### src/hdl/ptm_pkg.sv
// Shared constants, zone and register codes, and sideband type of the pedal-to-torque map.
// Depends on nothing; used by the divider, the top level and the checker.
package ptm_pkg;

    localparam int PEDAL_FRAC_BITS = 15;
    localparam int TORQUE_WIDTH    = 16;

    localparam int PEDAL_W   = PEDAL_FRAC_BITS + 2;
    localparam int EDGE_W    = PEDAL_FRAC_BITS + 1;
    localparam int WIDE_W    = TORQUE_WIDTH + EDGE_W;
    localparam int EXT_W     = TORQUE_WIDTH + 2;
    localparam int CFG_W     = (EDGE_W > TORQUE_WIDTH) ? EDGE_W : TORQUE_WIDTH;
    localparam int CFG_IDX_W = 3;

    localparam logic [EDGE_W-1:0] PEDAL_FULL = {1'b1, {PEDAL_FRAC_BITS{1'b0}}};
    localparam logic [EDGE_W-1:0] ACCEL_FULL_RESET = {1'b1, {PEDAL_FRAC_BITS{1'b0}}};
    localparam logic [EXT_W-1:0]  TORQUE_MAX = {3'b000, {(TORQUE_WIDTH-1){1'b1}}};

    typedef enum logic [2:0] {
        ZONE_REST        = 3'd0,
        ZONE_REGEN_FULL  = 3'd1,
        ZONE_REGEN_RAMP  = 3'd2,
        ZONE_COAST       = 3'd3,
        ZONE_ACCEL_RAMP  = 3'd4,
        ZONE_ACCEL_FULL  = 3'd5
    } zone_t;

    typedef enum logic [CFG_IDX_W-1:0] {
        REG_REST_THRESHOLD  = 3'd0,
        REG_REGEN_FULL_EDGE = 3'd1,
        REG_COAST_LOW_EDGE  = 3'd2,
        REG_COAST_HIGH_EDGE = 3'd3,
        REG_ACCEL_FULL_EDGE = 3'd4,
        REG_REGEN_LIMIT     = 3'd5,
        REG_DRIVE_LIMIT     = 3'd6
    } cfg_reg_t;

    // Travels alongside the ramp arithmetic: the zone and the sign of the ramp result.
    typedef struct packed {
        zone_t zone;
        logic  neg;
    } ptm_side_t;

endpackage

### src/hdl/ptm_divider.sv
// Pipelined restoring divider, one quotient bit per stage, with a sideband that rides along.
// Depends on ptm_pkg for widths and the sideband type.
module ptm_divider (
    input  logic                             aclk,
    input  logic                             aresetn,
    input  logic                             in_valid,
    output logic                             in_ready,
    input  logic [ptm_pkg::WIDE_W-1:0]       in_num,
    input  logic [ptm_pkg::EDGE_W-1:0]       in_den,
    input  ptm_pkg::ptm_side_t               in_side,
    output logic                             out_valid,
    input  logic                             out_ready,
    output logic [ptm_pkg::TORQUE_WIDTH-1:0] out_quo,
    output ptm_pkg::ptm_side_t               out_side
);

    localparam int STAGES = ptm_pkg::TORQUE_WIDTH;
    localparam int QW     = ptm_pkg::TORQUE_WIDTH;
    localparam int WW     = ptm_pkg::WIDE_W;
    localparam int DW     = ptm_pkg::EDGE_W;

    logic               v_reg    [STAGES];
    logic               rdy      [STAGES];
    logic [WW-1:0]      rem_reg  [STAGES];
    logic [DW-1:0]      den_reg  [STAGES];
    logic [QW-1:0]      quo_reg  [STAGES];
    ptm_pkg::ptm_side_t side_reg [STAGES];

    // The quotient is known to stay below 2^QW, so the search starts at bit QW-1.
    for (genvar k = 0; k < STAGES; k++) begin : g_stage
        logic               vin;
        logic [WW-1:0]      rem_in;
        logic [DW-1:0]      den_in;
        logic [QW-1:0]      quo_in;
        ptm_pkg::ptm_side_t side_in;
        logic [WW-1:0]      sub_d;
        logic [WW:0]        diff;
        logic               take;

        if (k == 0) begin : g_first
            assign vin     = in_valid;
            assign rem_in  = in_num;
            assign den_in  = in_den;
            assign quo_in  = '0;
            assign side_in = in_side;
        end else begin : g_rest
            assign vin     = v_reg[k-1];
            assign rem_in  = rem_reg[k-1];
            assign den_in  = den_reg[k-1];
            assign quo_in  = quo_reg[k-1];
            assign side_in = side_reg[k-1];
        end

        if (k == STAGES - 1) begin : g_rdy_last
            assign rdy[k] = !v_reg[k] || out_ready;
        end else begin : g_rdy_mid
            assign rdy[k] = !v_reg[k] || rdy[k+1];
        end

        assign sub_d = {{QW{1'b0}}, den_in} << (STAGES - 1 - k);
        assign diff  = {1'b0, rem_in} - {1'b0, sub_d};
        assign take  = !diff[WW];

        always_ff @(posedge aclk) begin
            if (!aresetn) begin
                v_reg[k] <= 1'b0;
            end else if (rdy[k]) begin
                v_reg[k] <= vin;
            end
        end

        always_ff @(posedge aclk) begin
            if (rdy[k] && vin) begin
                rem_reg[k]  <= take ? diff[WW-1:0] : rem_in;
                den_reg[k]  <= den_in;
                quo_reg[k]  <= {quo_in[QW-2:0], take};
                side_reg[k] <= side_in;
            end
        end
    end

    assign in_ready  = rdy[0];
    assign out_valid = v_reg[STAGES-1];
    assign out_quo   = quo_reg[STAGES-1];
    assign out_side  = side_reg[STAGES-1];

endmodule

### src/hdl/pedal_to_torque_map.sv
// Top level of the pedal-to-torque map: config registers, clamp, zone select, ramp multiply,
// divider and envelope clamp. Depends on ptm_pkg and ptm_divider.
//
//   Channel  Direction  Handshake            Payload
//   s_       in         s_valid / s_ready    s_pedal_position (17 b, signed)
//   m_       out        m_valid / m_ready    m_torque_command (16 b, signed), m_pedal_zone (3 b)
//   cfg_     in         cfg_wr_en            cfg_index (3 b), cfg_wdata (16 b)
//
// One beat is accepted per cycle while the output is not stalled; a result passes through the
// clamp, zone select and multiply stages, the divider, which resolves one quotient bit per
// stage (16 stages), and the output stage. Every stage holds its own valid bit, so bubbles
// close up and a stalled output only holds stages that are full. Reset is synchronous, clears
// valid bits and config registers, but sets the accel full edge to full scale.
module pedal_to_torque_map (
    input  logic                                    aclk,
    input  logic                                    aresetn,
    input  logic                                    s_valid,
    output logic                                    s_ready,
    input  logic signed [ptm_pkg::PEDAL_W-1:0]      s_pedal_position,
    output logic                                    m_valid,
    input  logic                                    m_ready,
    output logic signed [ptm_pkg::TORQUE_WIDTH-1:0] m_torque_command,
    output logic [2:0]                              m_pedal_zone,
    input  logic                                    cfg_wr_en,
    input  logic [ptm_pkg::CFG_IDX_W-1:0]           cfg_index,
    input  logic [ptm_pkg::CFG_W-1:0]               cfg_wdata
);

    localparam int EW = ptm_pkg::EDGE_W;
    localparam int TW = ptm_pkg::TORQUE_WIDTH;
    localparam int WW = ptm_pkg::WIDE_W;
    localparam int XW = ptm_pkg::EXT_W;

    // Configuration registers.
    logic [EW-1:0]        rest_reg;
    logic [EW-1:0]        rfull_reg;
    logic [EW-1:0]        clo_reg;
    logic [EW-1:0]        chi_reg;
    logic [EW-1:0]        afull_reg;
    logic signed [TW-1:0] regen_lim_reg;
    logic signed [TW-1:0] drive_lim_reg;

    always_ff @(posedge aclk) begin
        if (!aresetn) begin
            rest_reg      <= '0;
            rfull_reg     <= '0;
            clo_reg       <= '0;
            chi_reg       <= '0;
            afull_reg     <= ptm_pkg::ACCEL_FULL_RESET;
            regen_lim_reg <= '0;
            drive_lim_reg <= '0;
        end else if (cfg_wr_en) begin
            unique case (cfg_index)
                ptm_pkg::REG_REST_THRESHOLD:  rest_reg      <= cfg_wdata[EW-1:0];
                ptm_pkg::REG_REGEN_FULL_EDGE: rfull_reg     <= cfg_wdata[EW-1:0];
                ptm_pkg::REG_COAST_LOW_EDGE:  clo_reg       <= cfg_wdata[EW-1:0];
                ptm_pkg::REG_COAST_HIGH_EDGE: chi_reg       <= cfg_wdata[EW-1:0];
                ptm_pkg::REG_ACCEL_FULL_EDGE: afull_reg     <= cfg_wdata[EW-1:0];
                ptm_pkg::REG_REGEN_LIMIT:     regen_lim_reg <= cfg_wdata[TW-1:0];
                ptm_pkg::REG_DRIVE_LIMIT:     drive_lim_reg <= cfg_wdata[TW-1:0];
                default: ;
            endcase
        end
    end

    // Ready chain, from the output back to the input.
    logic o_rdy;
    logic c_rdy;
    logic b_rdy;
    logic a_rdy;
    logic div_in_ready;

    // Stage A: clamp the pedal to 0..full scale.
    logic          a_v_reg;
    logic [EW-1:0] a_p_reg;
    logic [EW-1:0] a_p_next;

    always_comb begin
        if (s_pedal_position[ptm_pkg::PEDAL_W-1]) begin
            a_p_next = '0;
        end else if (s_pedal_position[EW-1:0] > ptm_pkg::PEDAL_FULL) begin
            a_p_next = ptm_pkg::PEDAL_FULL;
        end else begin
            a_p_next = s_pedal_position[EW-1:0];
        end
    end

    always_ff @(posedge aclk) begin
        if (!aresetn) begin
            a_v_reg <= 1'b0;
        end else if (a_rdy) begin
            a_v_reg <= s_valid;
        end
    end

    always_ff @(posedge aclk) begin
        if (a_rdy && s_valid) begin
            a_p_reg <= a_p_next;
        end
    end

    // Stage B: zone select, ramp operands and limit magnitude.
    logic               b_v_reg;
    ptm_pkg::ptm_side_t b_side_reg;
    logic [EW-1:0]      b_diff_reg;
    logic [EW-1:0]      b_den_reg;
    logic [TW-1:0]      b_mag_reg;
    ptm_pkg::ptm_side_t b_side_next;
    logic [EW-1:0]      b_diff_next;
    logic [EW-1:0]      b_den_next;
    logic [TW-1:0]      b_mag_next;

    always_comb begin
        b_side_next.neg  = 1'b0;
        b_diff_next      = '0;
        b_den_next       = '1;
        b_mag_next       = '0;
        priority if (a_p_reg < rest_reg) begin
            b_side_next.zone = ptm_pkg::ZONE_REST;
        end else if (a_p_reg <= rfull_reg) begin
            b_side_next.zone = ptm_pkg::ZONE_REGEN_FULL;
        end else if (a_p_reg <= clo_reg) begin
            b_side_next.zone = ptm_pkg::ZONE_REGEN_RAMP;
            b_side_next.neg  = regen_lim_reg[TW-1];
            b_diff_next      = clo_reg - a_p_reg;
            b_den_next       = clo_reg - rfull_reg;
            b_mag_next       = regen_lim_reg[TW-1] ? (~regen_lim_reg + 1'b1) : regen_lim_reg;
        end else if (a_p_reg <= chi_reg) begin
            b_side_next.zone = ptm_pkg::ZONE_COAST;
        end else if (a_p_reg <= afull_reg) begin
            b_side_next.zone = ptm_pkg::ZONE_ACCEL_RAMP;
            b_side_next.neg  = drive_lim_reg[TW-1];
            b_diff_next      = a_p_reg - chi_reg;
            b_den_next       = afull_reg - chi_reg;
            b_mag_next       = drive_lim_reg[TW-1] ? (~drive_lim_reg + 1'b1) : drive_lim_reg;
        end else begin
            b_side_next.zone = ptm_pkg::ZONE_ACCEL_FULL;
        end
    end

    always_ff @(posedge aclk) begin
        if (!aresetn) begin
            b_v_reg <= 1'b0;
        end else if (b_rdy) begin
            b_v_reg <= a_v_reg;
        end
    end

    always_ff @(posedge aclk) begin
        if (b_rdy && a_v_reg) begin
            b_side_reg <= b_side_next;
            b_diff_reg <= b_diff_next;
            b_den_reg  <= b_den_next;
            b_mag_reg  <= b_mag_next;
        end
    end

    // Stage C: exact product of limit magnitude and pedal distance.
    logic               c_v_reg;
    ptm_pkg::ptm_side_t c_side_reg;
    logic [WW-1:0]      c_num_reg;
    logic [EW-1:0]      c_den_reg;
    logic [WW-1:0]      c_num_next;

    assign c_num_next = {{EW{1'b0}}, b_mag_reg} * {{TW{1'b0}}, b_diff_reg};

    always_ff @(posedge aclk) begin
        if (!aresetn) begin
            c_v_reg <= 1'b0;
        end else if (c_rdy) begin
            c_v_reg <= b_v_reg;
        end
    end

    always_ff @(posedge aclk) begin
        if (c_rdy && b_v_reg) begin
            c_side_reg <= b_side_reg;
            c_num_reg  <= c_num_next;
            c_den_reg  <= b_den_reg;
        end
    end

    // Divider.
    logic               d_valid;
    logic [TW-1:0]      d_quo;
    ptm_pkg::ptm_side_t d_side;

    ptm_divider u_divider (
        .aclk      (aclk),
        .aresetn   (aresetn),
        .in_valid  (c_v_reg),
        .in_ready  (div_in_ready),
        .in_num    (c_num_reg),
        .in_den    (c_den_reg),
        .in_side   (c_side_reg),
        .out_valid (d_valid),
        .out_ready (o_rdy),
        .out_quo   (d_quo),
        .out_side  (d_side)
    );

    // Output stage: apply sign, envelope clamp and symmetric saturation.
    logic                 m_valid_reg;
    logic signed [TW-1:0] torque_reg;
    logic [2:0]           zone_reg;
    logic signed [TW-1:0] torque_next;

    logic signed [XW-1:0] q_ext;
    logic signed [XW-1:0] regen_ext;
    logic signed [XW-1:0] drive_ext;
    logic signed [XW-1:0] floor_t;
    logic signed [XW-1:0] ceil_t;
    logic signed [XW-1:0] t_raw;
    logic signed [XW-1:0] t_lo;
    logic signed [XW-1:0] t_hi;
    logic signed [XW-1:0] t_sat;

    assign q_ext     = $signed({2'b00, d_quo});
    assign regen_ext = $signed({{2{regen_lim_reg[TW-1]}}, regen_lim_reg});
    assign drive_ext = $signed({{2{drive_lim_reg[TW-1]}}, drive_lim_reg});
    assign floor_t   = regen_ext[XW-1] ? regen_ext : -regen_ext;
    assign ceil_t    = drive_ext[XW-1] ? -drive_ext : drive_ext;

    always_comb begin
        unique case (d_side.zone)
            ptm_pkg::ZONE_REGEN_FULL: t_raw = regen_ext;
            ptm_pkg::ZONE_REGEN_RAMP,
            ptm_pkg::ZONE_ACCEL_RAMP: t_raw = d_side.neg ? -q_ext : q_ext;
            ptm_pkg::ZONE_ACCEL_FULL: t_raw = drive_ext;
            default:                  t_raw = '0;
        endcase
        t_lo = (t_raw < floor_t) ? floor_t : t_raw;
        t_hi = (t_lo > ceil_t) ? ceil_t : t_lo;
        if (t_hi > $signed(ptm_pkg::TORQUE_MAX)) begin
            t_sat = $signed(ptm_pkg::TORQUE_MAX);
        end else if (t_hi < -$signed(ptm_pkg::TORQUE_MAX)) begin
            t_sat = -$signed(ptm_pkg::TORQUE_MAX);
        end else begin
            t_sat = t_hi;
        end
        torque_next = t_sat[TW-1:0];
    end

    always_ff @(posedge aclk) begin
        if (!aresetn) begin
            m_valid_reg <= 1'b0;
        end else if (o_rdy) begin
            m_valid_reg <= d_valid;
        end
    end

    always_ff @(posedge aclk) begin
        if (o_rdy && d_valid) begin
            torque_reg <= torque_next;
            zone_reg   <= d_side.zone;
        end
    end

    assign o_rdy = !m_valid_reg || m_ready;
    assign c_rdy = !c_v_reg || div_in_ready;
    assign b_rdy = !b_v_reg || c_rdy;
    assign a_rdy = !a_v_reg || b_rdy;

    assign s_ready          = a_rdy;
    assign m_valid          = m_valid_reg;
    assign m_torque_command = torque_reg;
    assign m_pedal_zone     = zone_reg;

endmodule

### config.mk
export PLATFORM = sky130hd
export DESIGN_NAME = pedal_to_torque_map
export DESIGN_NICKNAME = d
export VERILOG_FILES = /design/src/hdl/ptm_pkg.sv /design/src/hdl/ptm_divider.sv /design/src/hdl/pedal_to_torque_map.sv
export SDC_FILE = /design/constraint.sdc
export NUM_CORES = 2
export LEC_CHECK = 0
export BUFFER_PORTS_ARGS = -buffer_cell sky130_fd_sc_hd__buf_4
export CAP_MARGIN = 30
export CORE_UTILIZATION = 31
export CTS_BUF_LIST = sky130_fd_sc_hd__clkbuf_8
export DETAILED_ROUTE_END_ITERATION = 12
export HOLD_SLACK_MARGIN = 0.03
export PLACE_DENSITY_LB_ADDON = 0.12
export SYNTH_ARGS = -nofsm -noshare
export SYNTH_HDL_FRONTEND = slang
export SYNTH_HIERARCHICAL = 1
export SYNTH_SLANG_ARGS = --single-unit
### constraint.sdc
create_clock -name aclk -period 8.6 [get_ports aclk]
set_input_delay 1.29 -clock aclk [delete_from_list [all_inputs] [get_ports aclk]]
set_output_delay 1.29 -clock aclk [all_outputs]
set_load 0.02 [all_outputs]
==> After elaboration in Yosys (flattened, before gate mapping) <==
Memory sizes are Yosys's and may differ from the RTL's.
Index checks and enable logic that the tools add are counted.
{ "totals": {"reg_bits": 255, "ram_bits": 1104, "wordCells": 323, "memories": 5} }
{ "memory_table": {"columns": ["memory", "depth", "word_bits", "read_ports", "rd_clocked_by_memory_dff", "wr", "line_no", "source"], "rows": [
  ["u_divider.rem_reg", 16, 32, 15, 0, 16, "ptm_divider.sv:24", "logic [WW-1:0] rem_reg [STAGES];"],
  ["u_divider.den_reg", 16, 16, 15, 0, 16, "ptm_divider.sv:25", "logic [DW-1:0] den_reg [STAGES];"],
  ["u_divider.quo_reg", 16, 16, 16, 0, 16, "ptm_divider.sv:26", "logic [QW-1:0] quo_reg [STAGES];"],
  ["u_divider.side_reg", 16, 4, 16, 0, 16, "ptm_divider.sv:27", "ptm_pkg::ptm_side_t side_reg [STAGES];"],
  ["u_divider.v_reg", 16, 1, 16, 0, 16, "ptm_divider.sv:22", "logic v_reg [STAGES];"]
]} }
{ "classes": {"add_sub_neg": 25, "n_mul": 1, "order_cmp": 10, "n_eq_ne": 10, "muxes": 138, "n_bitwise": 18, "reduce_logical": 89} }
{ "op_table": {"columns": ["cell", "count"], "rows": [
  ["32-bit 2-to-1 mux", 16],
  ["16-bit 2-to-1 mux", 13],
  ["1-bit 2-to-1 mux", 101],
  ["18-bit 2-to-1 mux", 5],
  ["16-bit <= comparator", 4],
  ["16-bit subtractor", 4],
  ["16-bit negation with 18-bit output", 3],
  ["18-bit one-hot mux with 3 select lines", 1],
  ["1-bit logical NOT", 36],
  ["32-bit by 16-bit subtractor with 33-bit output", 1],
  ["32-bit by 17-bit subtractor with 33-bit output", 1],
  ["32-bit by 18-bit subtractor with 33-bit output", 1],
  ["32-bit by 19-bit subtractor with 33-bit output", 1],
  ["32-bit by 20-bit subtractor with 33-bit output", 1],
  ["32-bit by 21-bit subtractor with 33-bit output", 1],
  ["32-bit by 22-bit subtractor with 33-bit output", 1],
  ["32-bit by 23-bit subtractor with 33-bit output", 1],
  ["32-bit by 24-bit subtractor with 33-bit output", 1],
  ["32-bit by 25-bit subtractor with 33-bit output", 1],
  ["32-bit by 26-bit subtractor with 33-bit output", 1],
  ["32-bit by 27-bit subtractor with 33-bit output", 1],
  ["32-bit by 28-bit subtractor with 33-bit output", 1],
  ["32-bit by 29-bit subtractor with 33-bit output", 1],
  ["32-bit by 30-bit subtractor with 33-bit output", 1],
  ["22 further kinds", 93]
]} }

==> Longest topological paths before layout <==
{ "logic_depth": {"ltp_word": 22, "depth_mapped": 31, "mapped_depth_nobuf": 27} }

==> Hierarchy <==
Netlist, hierarchy kept.
{ "by_module_without_submodules": {"columns": ["mod", "instances", "cells_per_inst", "area_each_um2"], "rows": [
  ["ptm_divider", 1, 3657, 45776.4],
  ["pedal_to_torque_map", 1, 2758, 24622.4]
]} }

==> Least setup slack after synthesis <==
Ideal clock, no wire load.
{ "synth_timing": {"kind": "input to register", "start": "in m_ready", "end": "mem u_divider.v_reg[2][0] (netlist: u_divider/v_reg[0][2]), data pin", "setup_time_ns": 0.162, "arrival_ns": 7.153, "t_required_ns": 8.438, "setup_slack_ns": 1.285, "stages": 11, "cell_sequence": "nand2b_1 > and2b_1 > and4_1 > clkbuf_1 > nand3_1 > nor2_2 > and3_1 > and3_1 > buf_2 > a21boi_0 > and2_1"} }
{ "synth_lines": {"columns": ["element", "line_no", "source"], "rows": [
  ["from (decl)", "pedal_to_torque_map.sv:21", "input logic m_ready,"],
  ["to (decl)", "ptm_divider.sv:22", null]
]} }

==> reports/qor.txt <==
Max VDD drop: 0.174 mV
I/O pin count: 62
Yosys warning count: 6
Hold path depth: 0
RR Startpoint: u_divider/quo_reg[1][112]$_DFFE_PP_
Tcrit/Tclk final: 0.888
FMAX: 131 MHz
CTS Sinks: 1191
Post-CTS setup repair buffer count: 0
GR Overflow Total: 0
Iter 0 DRT Violations: 2598
EDFF count, synth: 1074
CTS tree: yes
Worst setup path class: flop to flop
Static Leakage: 30.4 nW
Startpoint types: flop
Final core utilization: 0.350
Global-route wire length before repair: 271000 um
Pin count of the biggest net entering global routing: 81
Input/output buffers: 61
Worst-Margin Slew: 1.04 ns
Total Nets Final: 7345
FFs w/ async S/R, synth: 0
Core Area: 0.225 mm2
# setup viols final: 0
Slew headroom: 0.308
Max reg flops: 480
Initial core utilization: 0.312
Outcome: complete, no violations
Synth Flop Type: edfxtp_1
Clk_lat worst skew: 1.00 ns
Reg2reg path depth: 27
Hold Vio Cnt, Final: 0
Die width: 479 um
Slew Viols, Final: 0
Multi-input logic area: 0.0327 mm2
Seq. cell area: 0.0346 mm2
Die H: 479 um
Htree depth: 4
CTS Buffer Depth: 3
Setup tns final: 0 ns
Unrepaired setup endpoints after global routing: no
Number of max-cap violations: 0
First-pass iteration count of the detailed router: 7
DP HPWL: 131000 um
Clock Tree Root: clkbuf_8
RD Place Congestion: 0.837
Gate Count Post-Synth: 6415
Vias in the first global route: 46.6k
Total track usage: 0.152
Area growth, synth to finish: 12.2%
Antenna viol nets, final: 0
Hold_buf cts: 0
Register area share after synthesis: 0.491
Worst Hold Launch: u_divider/rem_reg[0][1]$_DFFE_PP_
FP Rows: 174
Placed insts: 9362
Total CTS buffers: 212
Die area: 0.229 mm2
WP data required: 9.31 ns
DRC: 0
Min Clock Period, post-route: 7.63 ns
Power per cell area: 191 mW/mm2
Fill count: 22.6k
Mean Syn Cell Area: 11.0 um2
Initial antenna violation count: 1
Drt total wl: 175000 um
DR vias/cell: 4.76
Clock-pin slew on the worst setup and hold paths: 0.06 ns
Finished Layout Cells: 9757
Reg2Reg Capture Point: m_torque_command[3]$_SDFFCE_PN1P_
Yosys reg bits: 1191
Post-CTS Resized: 0
Max FO, Critical Path: 19
Hold Path Class: flop to flop
Vias: 46.4k
Worst Clk Skew: 0.0809 ns
WP data arrival: 8.35 ns
Number of library cell types mapped by synthesis: 106
Crit. End Element: flop
Routed len/inst: 17.9 um
Share of cells above drive strength 1: 0.0857
Hold endpoint: u_divider/rem_reg[0][33]$_DFFE_PP_
Flop2flop setup slack: 0.97 ns
Area of the mapped netlist: 0.0704 mm2
WHS: 0.360 ns
-- how the worst max path moves through the flow --
stage	startpoint	to	slack (ns)
2_1_floorplan	m_ready	u_divider/v_reg[0][2]$_DFFE_PP_	1.29
3_3_place_gp	u_divider/quo_reg[1][112]$_DFFE_PP_	m_torque_command[3]$_SDFFCE_PN1P_	0.59
3_5_place_dp	u_divider/quo_reg[1][112]$_DFFE_PP_	m_torque_command[3]$_SDFFCE_PN1P_	0.99
4_1_cts	u_divider/quo_reg[1][112]$_DFFE_PP_	m_torque_command[3]$_SDFFCE_PN1P_	0.95
5_1_grt	u_divider/quo_reg[1][112]$_DFFE_PP_	m_torque_command[3]$_SDFFCE_PN1P_	0.38
6_report	u_divider/quo_reg[1][112]$_DFFE_PP_	m_torque_command[3]$_SDFFCE_PN1P_	0.97
-- through the flow --
stage / setup WS, ns / area (um2) / power [W]
final: 0.966 / 79000 / 0.0151
after global placement: 0.589 / 74500 / 0.00983
after global routing: 0.379 / 79000 / 0.0160
after detailed placement: 0.987 / 74600 / 0.00985
after CTS: 0.954 / 78900 / 0.0154
after floorplan: 1.29 / 70400 / 0.00903
-- cells in the mapped netlist, types with 59 or more instances --
cell type / count / area [um2]
o21ai_0: 236 / 1180
inv_1: 681 / 2560
a21o_1: 96 / 721
edfxtp_1: 1074 / 32300
xor2_1: 151 / 1320
nand2_1: 673 / 2530
clkbuf_1: 122 / 458
xnor2_1: 232 / 2030
nor3_1: 120 / 601
a21boi_0: 131 / 983
mux2_2: 59 / 664
ha_1: 506 / 6330
and2_1: 138 / 863
nor2_1: 405 / 1520
nand3_1: 104 / 521
nor2b_1: 90 / 563
fa_1: 213 / 4260
o21a_1: 85 / 638
a21oi_1: 348 / 1740
dfxtp_1: 117 / 2340
nand2b_1: 60 / 375
-- kinds of logic after synthesis --
group,after synthesis,share of synthesized area
adder cells (fa/ha/maj),719,0.151
multiplexers,94,0.0145
AO/OA/AOI/OAI,1286,0.120
AND/OR/NAND/NOR,1884,0.129
buffers and inverters,856,0.0468
other,1,0.0000533
flip-flops,1191,0.491
XOR/XNOR,384,0.0479
-- metal layers --
metal | track usage | vias to the layer above | wire length, um
li1 | - | 23100 | -
met1 | 0.188 | 22400 | 76800
met5 | 0 | - | 0
met3 | 0.0233 | 278 | 5640
met2 | 0.266 | 655 | 87000
met4 | 0.0521 | 0 | 5240
-- critical path: stages, from the launching register on --
cell and delay (ns):
edfxtp_1 0.44, inv_1 0.12, ha_1 0.18, or4b_2 0.67
o41ai_1 0.45, xnor2_1 0.25, nand3_1 0.12, o211ai_1 0.19
ha_1 0.30, nand3_1 0.11, nor2_1 0.06, a2111oi_0 0.34
o221ai_1 0.23, mux2i_2 0.35, buf_8 0.22, buf_12 0.15
mux2_2 0.39, ha_1 0.32, nand4_1 0.13, or4_1 0.56
nor3_1 0.22, a21oi_1 0.08, nand2_1 0.45, nor2_1 0.11
a21o_1 0.19, nor4_1 0.44, and3_1 0.23, o21bai_1 0.07
-- layout by cell type, fill, tap and decap left out, types with 151 or more instances in the layout --
cell	n
nor2_1	405
edfxtp_1	1074
ha_1	506
xor2_1	151
a21oi_1	347
fa_1	213
clkbuf_8	220
xnor2_1	232
o21ai_0	236
nand2_1	673
inv_1	746
-- report_power, final --
part	switching, W	total [W]	internal, W	leakage [nW]
Clock	0.00257	0.00536	0.00280	2.43
Sequential	0.0000937	0.00657	0.00648	10.6
Combinational	0.00179	0.00313	0.00134	17.4
-- cell type report --
cell class                 instances  share of cell area
multi-input combinational       4369               0.414
antenna                            5            0.000158
timing repair buffer             124              0.0129
clock inverter                   169              0.0166
tap                             2992              0.0474
clock buffer                     220              0.0383
inverter                         687              0.0327
sequential                      1191               0.438
Power figures use the tool's default switching activity.
